==> config.mk <==
export PLATFORM = sky130hd
export DESIGN_NAME = qs_cordic_cell
export DESIGN_NICKNAME = d
export VERILOG_FILES = /design/src/hdl/qs_pkg.sv /design/src/hdl/qs_cordic_cell.sv
export SDC_FILE = /design/constraint.sdc
export NUM_CORES = 1
export LEC_CHECK = 0
export ABC_CLOCK_PERIOD_IN_PS = 7100
export BUFFER_PORTS_ARGS = -buffer_cell sky130_fd_sc_hd__buf_2
export CORE_MARGIN = 5
export CORE_UTILIZATION = 40
export DETAILED_ROUTE_END_ITERATION = 12
export HOLD_SLACK_MARGIN = 0.08
export PLACE_DENSITY = 0.64
export SLEW_MARGIN = 20
export SYNTH_ARGS = -nofsm -noshare
export SYNTH_HDL_FRONTEND = slang
export SYNTH_SLANG_ARGS = --single-unit
==> constraint.sdc <==
create_clock -name aclk -period 7.1 [get_ports aclk]
set_clock_uncertainty 0.2 [all_clocks]
set_input_delay 0.355 -clock aclk [delete_from_list [all_inputs] [get_ports aclk]]
set_output_delay 0.355 -clock aclk [all_outputs]
set_load 0.02 [all_outputs]
==> src/hdl/qs_pkg.sv <==
// ----------------------------------------------------------------------------
// qs_pkg
// Shared constants, tables and types of the quaternion slerp pipeline.
// ----------------------------------------------------------------------------
package qs_pkg;

    localparam int SQRT_STEPS   = 32;
    localparam int DIV_STEPS    = 31;
    localparam int CORDIC_STEPS = 30;

    // normalizer: 10 front stages, root cells, divide setup, divide cells, output
    localparam int NORM_LAT  = 10 + SQRT_STEPS + 1 + DIV_STEPS + 1;
    // middle section: root cells, vectoring cells, two angle stages, rotation cells
    localparam int MID_LAT   = SQRT_STEPS + CORDIC_STEPS + 2 + CORDIC_STEPS;
    // two normalizers, dot/cosine stages, middle section, blend stages
    localparam int TOTAL_LAT = 2 * NORM_LAT + 6 + MID_LAT + 2;

    localparam logic [30:0]        ONE_Q30     = 31'h4000_0000;
    localparam logic signed [33:0] CORDIC_GAIN = 34'sd652032874;
    localparam logic [16:0]        BLEND_ONE   = 17'd65536;
    localparam logic [13:0]        COS_SCALE   = 14'd10000;
    localparam logic [44:0]        COS_LIMIT   = 45'd10732049530880;

    localparam logic [29:0] ATAN_Q30 [CORDIC_STEPS] = '{
        30'd843314857, 30'd497837829, 30'd263043837, 30'd133525159, 30'd67021687,
        30'd33543516,  30'd16775851,  30'd8388437,   30'd4194283,   30'd2097149,
        30'd1048576,   30'd524288,    30'd262144,    30'd131072,    30'd65536,
        30'd32768,     30'd16384,     30'd8192,      30'd4096,      30'd2048,
        30'd1024,      30'd512,       30'd256,       30'd128,       30'd64,
        30'd32,        30'd16,        30'd8,         30'd4,         30'd2
    };

    typedef enum logic {
        CORDIC_VECTOR = 1'b0,
        CORDIC_ROTATE = 1'b1
    } qs_cordic_mode_t;

    // operands that travel beside the angle math
    typedef struct packed {
        logic [3:0][31:0] ua;
        logic [3:0][31:0] ub;
        logic [16:0]      t;
        logic             lin;
        logic [30:0]      c30;
    } qs_side_t;

    // scaled magnitudes and signs that travel beside the root cells
    typedef struct packed {
        logic [3:0][30:0] mag;
        logic [3:0]       sgn;
        logic             zero;
    } qs_nside_t;

endpackage

==> src/hdl/qs_cordic_cell.sv <==
// ----------------------------------------------------------------------------
// qs_cordic_cell
// One CORDIC micro-rotation, in vectoring or rotation mode.
// ----------------------------------------------------------------------------
module qs_cordic_cell (
    input  logic                    aclk,
    input  logic                    adv,
    input  qs_pkg::qs_cordic_mode_t mode,
    input  logic [4:0]              idx,
    input  logic signed [33:0]      x_in,
    input  logic signed [33:0]      y_in,
    input  logic signed [33:0]      z_in,
    output logic signed [33:0]      x_out,
    output logic signed [33:0]      y_out,
    output logic signed [33:0]      z_out
);

    logic signed [33:0] dx, dy, at;
    logic               pos;
    logic signed [33:0] x_reg, x_next;
    logic signed [33:0] y_reg, y_next;
    logic signed [33:0] z_reg, z_next;

    assign dx  = y_in >>> idx;
    assign dy  = x_in >>> idx;
    assign at  = $signed({4'd0, qs_pkg::ATAN_Q30[idx]});
    // vectoring steers on y, rotation steers on the residual angle
    assign pos = (mode == qs_pkg::CORDIC_VECTOR) ? !y_in[33] : !z_in[33];

    always_comb begin
        if (mode == qs_pkg::CORDIC_VECTOR) begin
            x_next = pos ? (x_in + dx) : (x_in - dx);
            y_next = pos ? (y_in - dy) : (y_in + dy);
            z_next = pos ? (z_in + at) : (z_in - at);
        end else begin
            x_next = pos ? (x_in - dx) : (x_in + dx);
            y_next = pos ? (y_in + dy) : (y_in - dy);
            z_next = pos ? (z_in - at) : (z_in + at);
        end
    end

    // pass the rotated vector on
    always_ff @(posedge aclk) begin
        if (adv) begin
            x_reg <= x_next;
            y_reg <= y_next;
            z_reg <= z_next;
        end
    end

    assign x_out = x_reg;
    assign y_out = y_reg;
    assign z_out = z_reg;

endmodule

==> results.cfg <==
[clocking]
root_buffer = clkbuf_16
cts_buffer_depth = 2
ctsHoldBuffers = 2
cts_sinks = 102
cts_resized = 0
tritoncts = yes
path_clk_slew_ns = 0.08
cts_htree_levels = 3
post-cts-setup-buffer-count = 0
numCtsBuffers = 9

[power_and_ir_drop]
netSwitchingPower_mw = 1.60
p_int_mw = 1.95
switching_share_pct = 45.1
vdd_drop_max_mv = 0.0960
pwr-share-seq_pct = 24.9
comb_power_share_pct = 57.8
p_leak_nw = 8.86
power.density_nw_per_um2 = 181
pwr-share-clk_pct = 17.3

[die]
start_util_pct = 40.4
die_w_um = 221
row_count = 77
io_pins = 212
core_um2 = 44200
fp.dieH_um = 221
dieArea_um2 = 49000

[sta]
hold_violations = 0
timing.fmax_mhz = 173
period_minus_slack_ns = 5.78
layout_worst_path_cycle_share_pct = 81.5
final_max_slew_viol_count = 0
setup_tns_ns = 0
worst_slack_ns = 1.32
worst_pin_slew_ns = 0.895
relSlewSlack_pct = 38.8
setup_violations = 0
hold_ws_ns = 0.139
rsz0062_at_grt = false

[yosys]
yosys.area.top_type = edfxtp_1
synth_seq_cells = 102
ys_top_cells_by_area = edfxtp_1, ha_1, a21oi_1
synth_fp_nets = 2729
synthesis.area_um2 = 17900
synth-edff-count = 102
seq_area_frac_synth_pct = 17.1
synthArstFlopShare_pct = 0
yosysWarnings = 0
yosys.area.top_type_share_pct = 17.1
synthCells = 2400
ys_top_cells_by_count = nor2_1, nand2_1, a21oi_1
ys_types = 84
synth.most_common_cell = nor2_1
synth_ff_type = edfxtp_1
syn_avg_cell_area_um2 = 7.45

[placement]
hpwl_um = 47700
io_buffers = 211
dp_slack_ns = 0.934
placedCellCount = 3072
gp_congestion = 0.954

[flow_run]
drv_cap = 0

[layout]
nets = 2822
post-route-util_pct = 44.4
fin_cells = 3095
drive_above_1_share_pct = 12.9
nFillCells = 4474
ff_latch_area_um2 = 3060
area_delta_synth_final_pct = 9.83
multiInputGateArea_um2 = 13500

[detailed_routing]
vias_per_cell = 5.84
totalWireLength_um = 59700
vias = 18081
drt_iter0_drc = 1393
dr.pass1.iters = 8
wire_per_inst_um = 19.3
drc = 0
ant_nets = 0

[grt]
grt_max_degree = 72
overflow = 0
grt_pass1_vias = 17262
track_usage_pct = 23.2
antenna_found_initial = 5
grt_pass1_wl_um = 92800

[critical_path]
crit_path_start_kind = input pin
arrival_ns = 5.75
cp.required_ns = 7.07
path_class = input pin to flop
cp_max_fo = 57
crit_path_end_kind = flop

[min_path]
min_path_type = input pin to flop

[run_status]
status = complete, no violations
-- metrics by stage --
step	total power, mW	cell area, um^2
after floorplan	2.35	17900
after global placement	2.91	19300
after detailed placement	2.93	19300
after CTS	3.57	19600
after global routing	3.81	19600
final	3.55	19600
-- cell type report --
| class | count | share of cell area (%) |
|---|---|---|
| multi-input cells | 1952 | 68.8 |
| diodes | 5 | 0.0637 |
| inverters | 200 | 3.82 |
| repair buffers | 228 | 6.22 |
| flip-flops and latches | 102 | 15.6 |
| clock inverters | 6 | 0.561 |
| well taps | 592 | 3.77 |
| clock buffers | 10 | 1.17 |
-- state kept, by name, indices dropped and copies added, names as in the netlist --
register,flops
y_out,34
x_out,34
z_out,34
-- path summary, 6_finish.rpt --
kind                  cells past startpoint  slack [ns]                  end     start
worst min-delay path                      2        0.14  z_out[30]$_DFFE_PP_  z_in[30]
worst max-delay path                     18        1.32  x_out[33]$_DFFE_PP_    idx[0]
-- per-layer routing --
layer	track usage (%)	part of all wire, %	vias up
met5	0	0.018	-
met4	11.0	4.3	2
met3	3.50	6.2	119
met2	39.8	48	686
met1	28.6	41	8540
li1	-	-	8734
-- worst max-delay path, stage by stage --
cell,delay (ns)
buf_4,0.56
buf_4,0.58
mux2_2,0.40
o21ai_0,0.23
nor2_1,0.07
a31oi_1,0.19
a211oi_1,0.12
a31oi_1,0.37
ha_1,0.39
a21oi_1,0.28
o211ai_1,0.16
a311o_1,0.43
o31ai_1,0.33
o221ai_1,0.24
a31oi_2,0.40
o21ai_1,0.19
a41oi_1,0.29
xnor2_1,0.10
-- power groups by stage --
stage,clock network (mW),registers [mW],logic (mW)
after floorplan,0,1.06,1.29
after CTS,0.642,0.889,2.04
after detailed placement,0,0.901,2.03
after global placement,0,0.899,2.01
final,0.615,0.884,2.05
after global routing,0.659,0.897,2.25
-- cell families (layout without fill, tap and decap cells) --
| family | Yosys count | in the layout | share of synthesized area [%] |
|---|---|---|---|
| AND/OR/NAND/NOR | 773 | 773 | 19.4 |
| AO/OA/AOI/OAI | 740 | 740 | 26.2 |
| buffers and inverters | 346 | 444 | 7.42 |
| adder cells (fa/ha/maj) | 219 | 219 | 15.6 |
| multiplexers | 118 | 118 | 9.23 |
| XOR/XNOR | 102 | 102 | 5.00 |
| flip-flops | 102 | 102 | 17.1 |
| other | 0 | 5 | 0 |
-- cells in the final DEF, fill, tap and decap left out, drive strengths merged, types with 13 or more instances in the layout --
cell type    n
a21o        52
o21a        41
nor2       266
mux4        36
a31oi       33
nand2b      39
nand2      263
o211ai      15
inv        198
or3         18
o21bai      31
nor2b       25
edfxtp     102
mux2        15
o21ai      170
a21oi      236
buf        226
mux2i       67
ha         213
a211oi      39
nand3       40
nand4       13
nor3        39
o31ai       21
nor4        17
xor2        22
and3        15
xnor2       80
Note: power is estimated with default switching activity, not from simulation.
