**src/hdl/qs_sqrt_cell.sv**
```systemverilog
// ----------------------------------------------------------------------------
// qs_sqrt_cell
// One step of the restoring integer square root: one trial bit per cell.
// ----------------------------------------------------------------------------
module qs_sqrt_cell (
    input  logic        aclk,
    input  logic        adv,
    input  logic [4:0]  idx,
    input  logic [63:0] rad_in,
    input  logic [63:0] root_in,
    output logic [63:0] rad_out,
    output logic [63:0] root_out
);

    logic [5:0]  sh;
    logic [63:0] bit_val;
    logic [63:0] trial;
    logic        fits;
    logic [63:0] rad_reg, rad_next;
    logic [63:0] root_reg, root_next;

    // trial subtract of root plus the current bit
    assign sh      = 6'd62 - {idx, 1'b0};
    assign bit_val = 64'd1 << sh;
    assign trial   = root_in + bit_val;
    assign fits    = (rad_in >= trial);

    always_comb begin
        rad_next  = fits ? (rad_in - trial) : rad_in;
        root_next = fits ? ((root_in >> 1) + bit_val) : (root_in >> 1);
    end

    // hand the partial result to the next cell
    always_ff @(posedge aclk) begin
        if (adv) begin
            rad_reg  <= rad_next;
            root_reg <= root_next;
        end
    end

    assign rad_out  = rad_reg;
    assign root_out = root_reg;

endmodule

```
**config.mk**
```make
export PLATFORM = sky130hd
export DESIGN_NAME = qs_sqrt_cell
export DESIGN_NICKNAME = d
export VERILOG_FILES = /design/src/hdl/qs_sqrt_cell.sv
export SDC_FILE = /design/constraint.sdc
export NUM_CORES = 1
export LEC_CHECK = 0
export ABC_AREA = 1
export ABC_CLOCK_PERIOD_IN_PS = 5850
export BUFFER_PORTS_ARGS = -buffer_cell sky130_fd_sc_hd__buf_2
export CAP_MARGIN = 20
export CORE_MARGIN = 8
export CORE_UTILIZATION = 30
export DETAILED_ROUTE_END_ITERATION = 8
export HOLD_SLACK_MARGIN = 0.12
export PLACE_DENSITY_LB_ADDON = 0.1
export SYNTH_ARGS = -nofsm -noshare
export SYNTH_HDL_FRONTEND = slang
export SYNTH_SLANG_ARGS = --single-unit
```
**constraint.sdc**
```tcl
create_clock -name aclk -period 5.85 [get_ports aclk]
set_input_delay 0.2925 -clock aclk [delete_from_list [all_inputs] [get_ports aclk]]
set_output_delay 0.2925 -clock aclk [all_outputs]
set_load 0.005 [all_outputs]
```
==> metrics.csv, run 1 <==
stage,metric,value,unit
status,outcome,"complete, no violations",
routing,drt-total-wl,90960,um
placed_design,gp_routability_congestion,0.9876,
power,power.density,179.0,nW/um^2
cells_and_area,seq_area,3844,um^2
logic_synthesis,yosys-mux-area-fraction,0,%
worst_hold_path,hold_path.startpoint,rad_in[46],
logic_synthesis,synth_top_family_by_area,simple AND/OR/NAND/NOR gates,
power,power_leakage,9.676,nW
global_route,antenna_found_initial,0,
worst_hold_path,min_path_cells,3,
logic_synthesis,yosys.area_share.xor_xnor,4.904,%
logic_synthesis,synth_compound_area_share,15.77,%
critical_path,cp.required,6070,ps
routing,drt_iter0_markers,1497,
logic_synthesis,netlist_area,17860,um^2
logic_synthesis,synth_async_sr_flop_share,0,%
cells_and_area,drive_gt1_share,11.17,%
global_route,grt_pass1_vias,21184,
placed_design,numPortBuffers,262,
cells_and_area,final_cell_mix,"nand2_1 (921), inv_1 (450), nor2_1 (430)",
timing,drv_slew,0,
timing,finalSetupViolations,0,
logic_synthesis,synth_cell_type_count,47,
global_route,globalRoute.totalOverflow,0,
routing,wl_per_cell,21.88,um
cells_and_area,final_common_cell,nand2_1,
job,cap_viol_max_count,0,
timing,rsz0062_at_grt,no,
routing,via_per_inst,5.081,
routing,met3RoutedLength,4332,um
floorplanning,dieArea,67600,um^2
floorplanning,start_util,30.32,%
timing,fin_crit_sh,88.52,%
logic_synthesis,synthCells,3024,
placed_design,dp.cells,4086,
routing,wirelength_met1,38890,um
global_route,grt_use_total,26.27,%
global_route,grt_max_degree,79,
timing,worst_slack,671.6,ps
clock_network,clock_path_buffers,2,
critical_path,crit_start,idx[1],
timing,whs,147.9,ps
clock_network,cts_buffers,17,
placed_design,place_area,20510,um^2
floorplanning,ios,263,
cells_and_area,nFillCells,6659,
cells_and_area,final_nets,3634,
timing,tightest_slew,1101,ps
cells_and_area,finalInstanceArea,21480,um^2
timing,finalCriticalPeriod,5178,ps
logic_synthesis,synthSimpleGateAreaFrac,38.18,%
cells_and_area,synthToLayoutAreaGrowth,20.24,%
floorplanning,design.core.area,58910,um^2
critical_path,startpoint_type,input pin,
critical_path,cp.arrival,5400,ps
global_route,grt_pass1_wl,131700,um
clock_network,cts_resized,0,
critical_path,cp_max_fo,40,
routing,vias,21128,
worst_hold_path,min_delay_worst_endpoint,rad_out[46]$_DFFE_PP_,
floorplanning,die_w,260,um
timing,tns,0,ps
floorplanning,rows,89,
timing,fmax,193.1,MHz
cells_and_area,fin_util,36.46,%
logic_synthesis,syn-num-nets,3286,
power,finalPower,3.843,mW
logic_synthesis,syn_area_per_cell,5.906,um^2
floorplanning,die_y,260,um
logic_synthesis,yosys_warnings,0,
worst_hold_path,hold_class,input pin to register,
critical_path,crit_type,input pin to register,
routing,met2_length,43800,um
logic_synthesis,ys.flop_type,edfxtp_1,
clock_network,cts_tree,built,
clock_network,clock_sinks,128,
cells_and_area,final_cells,4158,
logic_synthesis,synth_enable_flop_cells,128,
clock_network,path_clk_slew,60,ps
routing,dr.pass1.iters,6,
cells_and_area,antenna_cells,0,
logic_synthesis,seq_area_frac_synth,21.52,%
routing,ant_nets,0,
clock_network,h-tree-depth,4,
logic_synthesis,synth_fa_ha_area_share,8.939,%
logic_synthesis,synth_seq_cells,128,
routing,highest_layer,met4,
timing,slew_headroom,25.65,%
placed_design,hpwl,78880,um
routing,route.detailed.drc,0,
power,peakVddDrop,238.3,uV
cells_and_area,multiInputGateArea,12120,um^2
critical_path,cp-end-kind,register,
clock_network,root_buffer,clkbuf_16,
placed_design,place_ws,228.9,ps
timing,final-hold-violation-count,0,
## per-layer routing
layer	global-route usage [%]	up-vias
met5	0	-
met4	11.53	0
met3	2.888	146
met2	45.91	694
met1	32.27	9742
li1	-	10546
## Yosys cell counts (2+ instances only)
master / number / area [um^2]
nand2_1: 921 / 3457
inv_1: 450 / 1689
nor2_1: 430 / 1614
o21ai_0: 233 / 1166
a21oi_1: 176 / 880.8
nand3_1: 156 / 780.8
edfxtp_1: 128 / 3844
ha_1: 126 / 1577
xnor2_1: 67 / 586.8
nor3_1: 51 / 255.2
nand3b_1: 43 / 322.8
xor2_1: 33 / 289.0
nand4_1: 31 / 193.9
o21bai_1: 23 / 172.7
buf_2: 19 / 95.09
a21o_1: 16 / 120.1
o21ai_1: 16 / 80.08
nor4_1: 14 / 87.58
a21boi_0: 11 / 82.58
a31oi_1: 9 / 56.30
inv_2: 8 / 30.03
or2_2: 8 / 50.05
a211oi_1: 7 / 52.55
o21a_1: 7 / 52.55
clkbuf_1: 5 / 18.77
o22ai_1: 5 / 31.28
buf_4: 4 / 30.03
buf_6: 3 / 33.78
o311ai_0: 3 / 26.28
and3_1: 2 / 12.51
buf_1: 2 / 7.510
nor2_2: 2 / 12.51
## report_power, final
part           switching (mW)  leakage [nW]  total (mW)  internal [mW]
Sequential             0.0378          1.25        1.21           1.17
Clock                   0.512         0.268        1.13          0.621
Combinational           0.989          8.16        1.50          0.515
## worst max path at each step
stage / slack [ps] / cells after the start / endpoint
floorplan: 1630 / 28 / root_out[32]$_DFFE_PP_
global placement: 300 / 29 / rad_out[0]$_DFFE_PP_
detailed placement: 230 / 27 / rad_out[4]$_DFFE_PP_
CTS: 750 / 27 / rad_out[4]$_DFFE_PP_
global route: 270 / 28 / root_out[24]$_DFFE_PP_
finish: 670 / 28 / rad_out[4]$_DFFE_PP_
## critical path, stage by stage
cell      delay (ps)
buf_2            170
inv_1            150
nand4_1          240
nor2_1            80
buf_4            150
ha_1             380
nand2_1          120
o21ai_0          480
nand2_1          150
o21ai_0          340
a21oi_1          140
nor3_1           160
a211oi_1          80
nand3_1          110
nand2_1          100
ha_1             350
nand2_1          130
inv_1             60
nand3_1          110
nor2_1            60
nor3_1           190
buf_4            150
o21ai_0           80
a21oi_1          230
nand3_4          230
clkinv_2         150
buf_4            350
o21ai_0          150
## flip-flops by register name, summed over array words and instances (netlist names)
signal and cells:
rad_out 64, root_out 64
## kinds of logic (layout without fill, tap and decap cells)
logic type | count (synthesis) | in the layout
AO/OA/AOI/OAI | 515 | 515
XOR/XNOR | 100 | 100
AND/OR/NAND/NOR | 1662 | 1662
buffers and inverters | 492 | 853
flip-flops | 128 | 128
adder cells (fa/ha/maj) | 127 | 127
## repair_timing
| item | in CTS | in global routing |
|---|---|---|
| setup buffers | 0 | 0 |
| hold buffers | 40 | 0 |
| endpoints found under the setup margin | 0 | 0 |
| hold endpoints to repair | 40 | 0 |
## layout make-up
type / instances / share of cell area, %
clock buffers: 17 / 1.981
clock inverters: 15 / 0.6642
well taps: 773 / 4.504
inverters: 459 / 8.034
repair buffers: 362 / 10.50
multi-input cells: 2404 / 56.41
flip-flops and latches: 128 / 17.90
Power figures use the tool's default switching activity.
==> run 2, diff against run 1 <==
- CORE_ASPECT_RATIO: default -> 1.75
- SETUP_SLACK_MARGIN: default -> 0.02
==> run 2 against run 1 <==
  * Sequential share of layout area down 0.42 points
  * Largest power group unchanged
  * Highest routed layer unchanged
  * Core utilization up 0.77 points
  * Critical path type unchanged
  * Cell count up 1.8%
==> metrics.csv, run 2 (synthesized netlist as in run 1, its figures left out) <==
stage,metric,value,unit
global_route,grt_pass1_vias,22653,
critical_path,cp.required,6070,ps
clock_network,root_buffer,clkbuf_16,
critical_path,crit_type,input pin to register,
clock_network,cts_buffers,17,
critical_path,cp-end-kind,register,
floorplanning,rows,118,
timing,final-hold-violation-count,0,
floorplanning,ios,263,
routing,wl_per_cell,24.32,um
power,power.density,178.2,nW/um^2
floorplanning,dieArea,67910,um^2
clock_network,clock_path_buffers,2,
global_route,antenna_found_initial,4,
floorplanning,die_y,338.8,um
power,peakVddDrop,224.1,uV
critical_path,crit_family,simple AND/OR/NAND/NOR gates,
global_route,globalRoute.totalOverflow,0,
worst_hold_path,min_delay_worst_endpoint,rad_out[14]$_DFFE_PP_,
routing,vias,21568,
routing,route.detailed.drc,0,
critical_path,critPathBufInv,9,
timing,fmax,181.3,MHz
power,seq_power_share,30.9,%
worst_hold_path,min_path_cells,3,
global_route,grt_max_degree,59,
power,p_comb_share,40.2,%
floorplanning,design.core.area,59060,um^2
cells_and_area,synthToLayoutAreaGrowth,23.10,%
timing,finalSetupViolations,0,
cells_and_area,final_nets,3697,
power,power_switching,1.576,mW
floorplanning,start_util,30.24,%
cells_and_area,final_cell_mix,"nand2_1 (921), inv_1 (450), nor2_1 (430)",
timing,finalCriticalPeriod,5515,ps
placed_design,numPortBuffers,262,
timing,drv_slew,0,
placed_design,place_area,21030,um^2
critical_path,startpoint_type,input pin,
routing,drt_iter0_markers,1364,
routing,ant_nets,0,
clock_network,h-tree-depth,4,
placed_design,hpwl,89310,um
power,intPower,2.343,mW
routing,dr.pass1.iters,7,
critical_path,cp_max_fo,32,
routing,via_per_inst,5.098,
critical_path,critical_path_depth,28,
floorplanning,die_w,200.4,um
global_route,grt_pass1_wl,145900,um
power,clock_power_share,28.9,%
worst_hold_path,hold_path.startpoint,rad_in[14],
status,outcome,"complete, no violations",
critical_path,critical-path-max-stage-delay,640,ps
timing,rsz0062_at_grt,no,
timing,fin_crit_sh,94.27,%
cells_and_area,nFillCells,6697,
worst_hold_path,hold_class,input pin to register,
placed_design,gp_routability_congestion,1.064,
clock_network,path_clk_slew,60,ps
power,power_leakage,9.988,nW
global_route,grt_use_total,29.39,%
cells_and_area,final_common_cell,nand2_1,
critical_path,cp.arrival,5730,ps
power,finalPower,3.919,mW
routing,drt-total-wl,102900,um
cells_and_area,drive_gt1_share,12.85,%
clock_network,clock_sinks,128,
critical_path,critical_path.most_common_cell,nand2_1,
job,cap_viol_max_count,0,
power,power_switching_share,40.21,%
timing,slew_headroom,40.20,%
critical_path,crit_start,idx[0],
cells_and_area,finalInstanceArea,21990,um^2
critical_path,cp_slowest_cell,o21ai_0,
timing,tightest_slew,897.0,ps
clock_network,cts_tree,built,
-- run 2: power groups by stage --
stage | logic (mW) | clock network, mW | registers [mW]
2_1_floorplan | 0.795 | 0 | 1.24
3_3_place_gp | 1.55 | 0 | 1.23
3_5_place_dp | 1.55 | 0 | 1.23
4_1_cts | 1.57 | 1.16 | 1.22
5_1_grt | 1.72 | 1.18 | 1.22
6_report | 1.58 | 1.13 | 1.21
-- run 2: repair_timing --
action | CTS | global route
hold buffers | 38 | 0
resized for setup | 0 | 1
endpoints found under the setup margin | 0 | 1
hold endpoints to repair | 38 | 0
setup buffers | 0 | 0
-- run 2: final cells by class --
type                    instances  area (um^2)  area share (%)
clock buffers                  18        429.2           1.952
inverters                     459         1725           7.848
diodes                          3        7.507         0.03415
clock inverters                14        140.1          0.6374
flip-flops and latches        128         3844           17.48
well taps                     780        975.9           4.439
multi-input cells            2404        12120           55.10
repair buffers                425         2749           12.50
-- run 2: worst max-delay path by stage --
stage	to	slack, ps
floorplan	root_out[32]$_DFFE_PP_	1630
finish	rad_out[28]$_DFFE_PP_	340
detailed placement	rad_out[28]$_DFFE_PP_	-150
global route	rad_out[28]$_DFFE_PP_	90
CTS	rad_out[28]$_DFFE_PP_	340
global placement	root_out[48]$_DFFE_PP_	-60
-- run 2: through the flow --
step / util [%] / hold WS (ps) / setup TNS, ps / cells / setup slack [ps]
6_report: 37.23 / 149.7 / 0 / 4231 / 335.1
5_1_grt: 37.22 / 144.4 / 0 / 4228 / 86.16
4_1_cts: 37.22 / 122.3 / 0 / 4228 / 340.9
3_5_place_dp: 35.61 / 596.3 / -9467 / 4158 / -147.0
3_3_place_gp: 35.61 / 585.0 / -1645 / 4158 / -62.13
2_1_floorplan: - / 405.0 / 0 / 3024 / 1633
-- run 2: per-layer routing --
metal / global-route usage [%] / up-vias / wire length [um]
met2: 57.28 / 680 / 55090
met3: 3.558 / 241 / 3618
met1: 26.73 / 9983 / 34730
met4: 23.87 / 0 / 9446
met5: 0 / - / 0
li1: - / 10664 / -
==> run 3, diff against run 2 <==
--- a/config.mk
+++ b/config.mk
@@ -9,3 +9,3 @@
 export ABC_CLOCK_PERIOD_IN_PS = 5850
-export BUFFER_PORTS_ARGS = -buffer_cell sky130_fd_sc_hd__buf_2
+export BUFFER_PORTS_ARGS = -buffer_cell sky130_fd_sc_hd__buf_4
 export CAP_MARGIN = 20
@@ -18,2 +18,3 @@
 export SETUP_SLACK_MARGIN = 0.02
+export SLEW_MARGIN = 10
 export SYNTH_ARGS = -nofsm -noshare
==> constraint.sdc (replaced) <==
create_clock -name aclk -period 5.85 [get_ports aclk]
set_input_delay 0.585 -clock aclk [delete_from_list [all_inputs] [get_ports aclk]]
set_output_delay 0.585 -clock aclk [all_outputs]
set_load 0.005 [all_outputs]
==> run 3 against run 2 <==
  * Global-route usage grew 0.17 points
  * Sequential power is essentially flat
  * Sequential share of layout area shrank 0.85 points
==> metrics.csv, run 3 (synthesized netlist as in run 1, its figures left out) <==
stage,metric,value,unit
status,outcome,"complete, no violations",
floorplanning,die_w,200.4,um
placed_design,hpwl,89710,um
worst_hold_path,min_path_cells,3,
timing,worst_slack,303.7,ps
timing,whs,382.7,ps
cells_and_area,synthToLayoutAreaGrowth,29.37,%
floorplanning,ios,263,
routing,route.detailed.drc,0,
critical_path,cp.arrival,5760,ps
worst_hold_path,hold_path.startpoint,rad_in[0],
timing,final-hold-violation-count,0,
power,peakVddDrop,231.5,uV
cells_and_area,drive_gt1_share,15.78,%
routing,vias,21971,
cells_and_area,final_common_cell,nand2_1,
routing,wl_per_cell,24.04,um
clock_network,cts_buffers,17,
floorplanning,die_y,338.8,um
critical_path,cp.required,6060,ps
global_route,grt_use_total,29.56,%
placed_design,numPortBuffers,262,
timing,fmax,180.3,MHz
floorplanning,dieArea,67910,um^2
timing,slew_headroom,31.14,%
critical_path,cp_max_fo,20,
global_route,grt_pass1_vias,23083,
cells_and_area,final_cell_mix,"nand2_1 (921), buf_4 (484), inv_1 (450)",
timing,finalSetupViolations,0,
floorplanning,rows,118,
timing,tightest_slew,1020,ps
power,power_leakage,10.59,nW
cells_and_area,fin_util,39.13,%
timing,finalCriticalPeriod,5546,ps
worst_hold_path,min_delay_worst_endpoint,rad_out[0]$_DFFE_PP_,
global_route,grt_max_degree,92,
critical_path,critical_path.most_common_cell,buf_4,
routing,dr.pass1.iters,7,
clock_network,path_clk_slew,70,ps
critical_path,startpoint_type,input pin,
global_route,antenna_found_initial,1,
placed_design,gp_routability_congestion,1.053,
routing,drt_iter0_markers,1436,
placed_design,place_area,22470,um^2
critical_path,crit_start,idx[2],
cells_and_area,nFillCells,6659,
cells_and_area,final_nets,3767,
critical_path,critical-path-max-stage-delay,330,ps
cells_and_area,finalInstanceArea,23110,um^2
clock_network,root_buffer,clkbuf_16,
critical_path,cp_slowest_cell,nor3_1,
clock_network,clock_path_buffers,2,
worst_hold_path,hold_class,input pin to register,
power,finalPower,4.072,mW
clock_network,cts_tree,built,
clock_network,clock_sinks,128,
power,power.density,176.2,nW/um^2
global_route,globalRoute.totalOverflow,0,
timing,rsz0062_at_grt,no,
global_route,grt_pass1_wl,147100,um
timing,drv_slew,0,
floorplanning,design.core.area,59060,um^2
critical_path,crit_type,input pin to register,
routing,drt-total-wl,103300,um
timing,fin_crit_sh,94.81,%
placed_design,place_ws,-542.2,ps
routing,ant_nets,0,
clock_network,hold_buffers,0,
floorplanning,start_util,30.24,%
critical_path,cp-end-kind,register,
job,cap_viol_max_count,0,
routing,via_per_inst,5.111,
clock_network,h-tree-depth,4,
run 3: worst max-delay path by stage:
stage	endpoint
2_1_floorplan	root_out[32]$_DFFE_PP_
3_3_place_gp	rad_out[47]$_DFFE_PP_
3_5_place_dp	rad_out[47]$_DFFE_PP_
4_1_cts	rad_out[47]$_DFFE_PP_
5_1_grt	rad_out[17]$_DFFE_PP_
6_report	rad_out[47]$_DFFE_PP_
run 3: routing by layer:
| layer | share of wire, % | track usage, % | routed length, um | vias to the layer above |
|---|---|---|---|---|
| li1 | - | - | - | 10808 |
| met1 | 34 | 27.21 | 35080 | 10159 |
| met3 | 3.4 | 3.606 | 3528 | 281 |
| met4 | 9.8 | 25.00 | 10120 | 0 |
| met5 | 0 | 0 | 0 | - |
| met2 | 53 | 56.73 | 54610 | 723 |
run 3: power by group:
part / internal [mW] / switching, mW
clock network: 0.625 / 0.512
registers: 1.17 / 0.0409
logic: 0.676 / 1.05
total: 2.47 / 1.60
run 3: worst max-delay path: cells and delay by family:
family                     cells  cell delay (ps)
and+or+nand+nor               15             2680
buffers and inverters          8             1270
AOI/OAI and AO/OA              4              750
adders and majority gates      2              460
run 3: layout make-up:
cell class / instances / area (um^2) / area share [%]
Timing Repair Buffer: 495 / 3857 / 16.69
Clock inverter: 14 / 141.4 / 0.6119
Antenna cell: 1 / 2.502 / 0.01083
Multi-Input combinational cell: 2404 / 12130 / 52.50
Inverter: 459 / 1725 / 7.467
Tap cell: 780 / 975.9 / 4.224
Clock buffer: 18 / 429.2 / 1.857
Sequential cell: 128 / 3844 / 16.64
run 3: repair_timing:
action	in CTS	in global routing
setup buffers	0	2
pin swaps	0	2
endpoints found under the setup margin	32	128
endpoints found under the hold margin	0	0
resized for setup	1	6
gates cloned	0	1
run 3: stage by stage:
step,setup TNS (ps),instances
global placement,-58010,4263
global route,0,4298
finish,0,4299
CTS,0,4295
detailed placement,-56630,4263
floorplan,0,3024
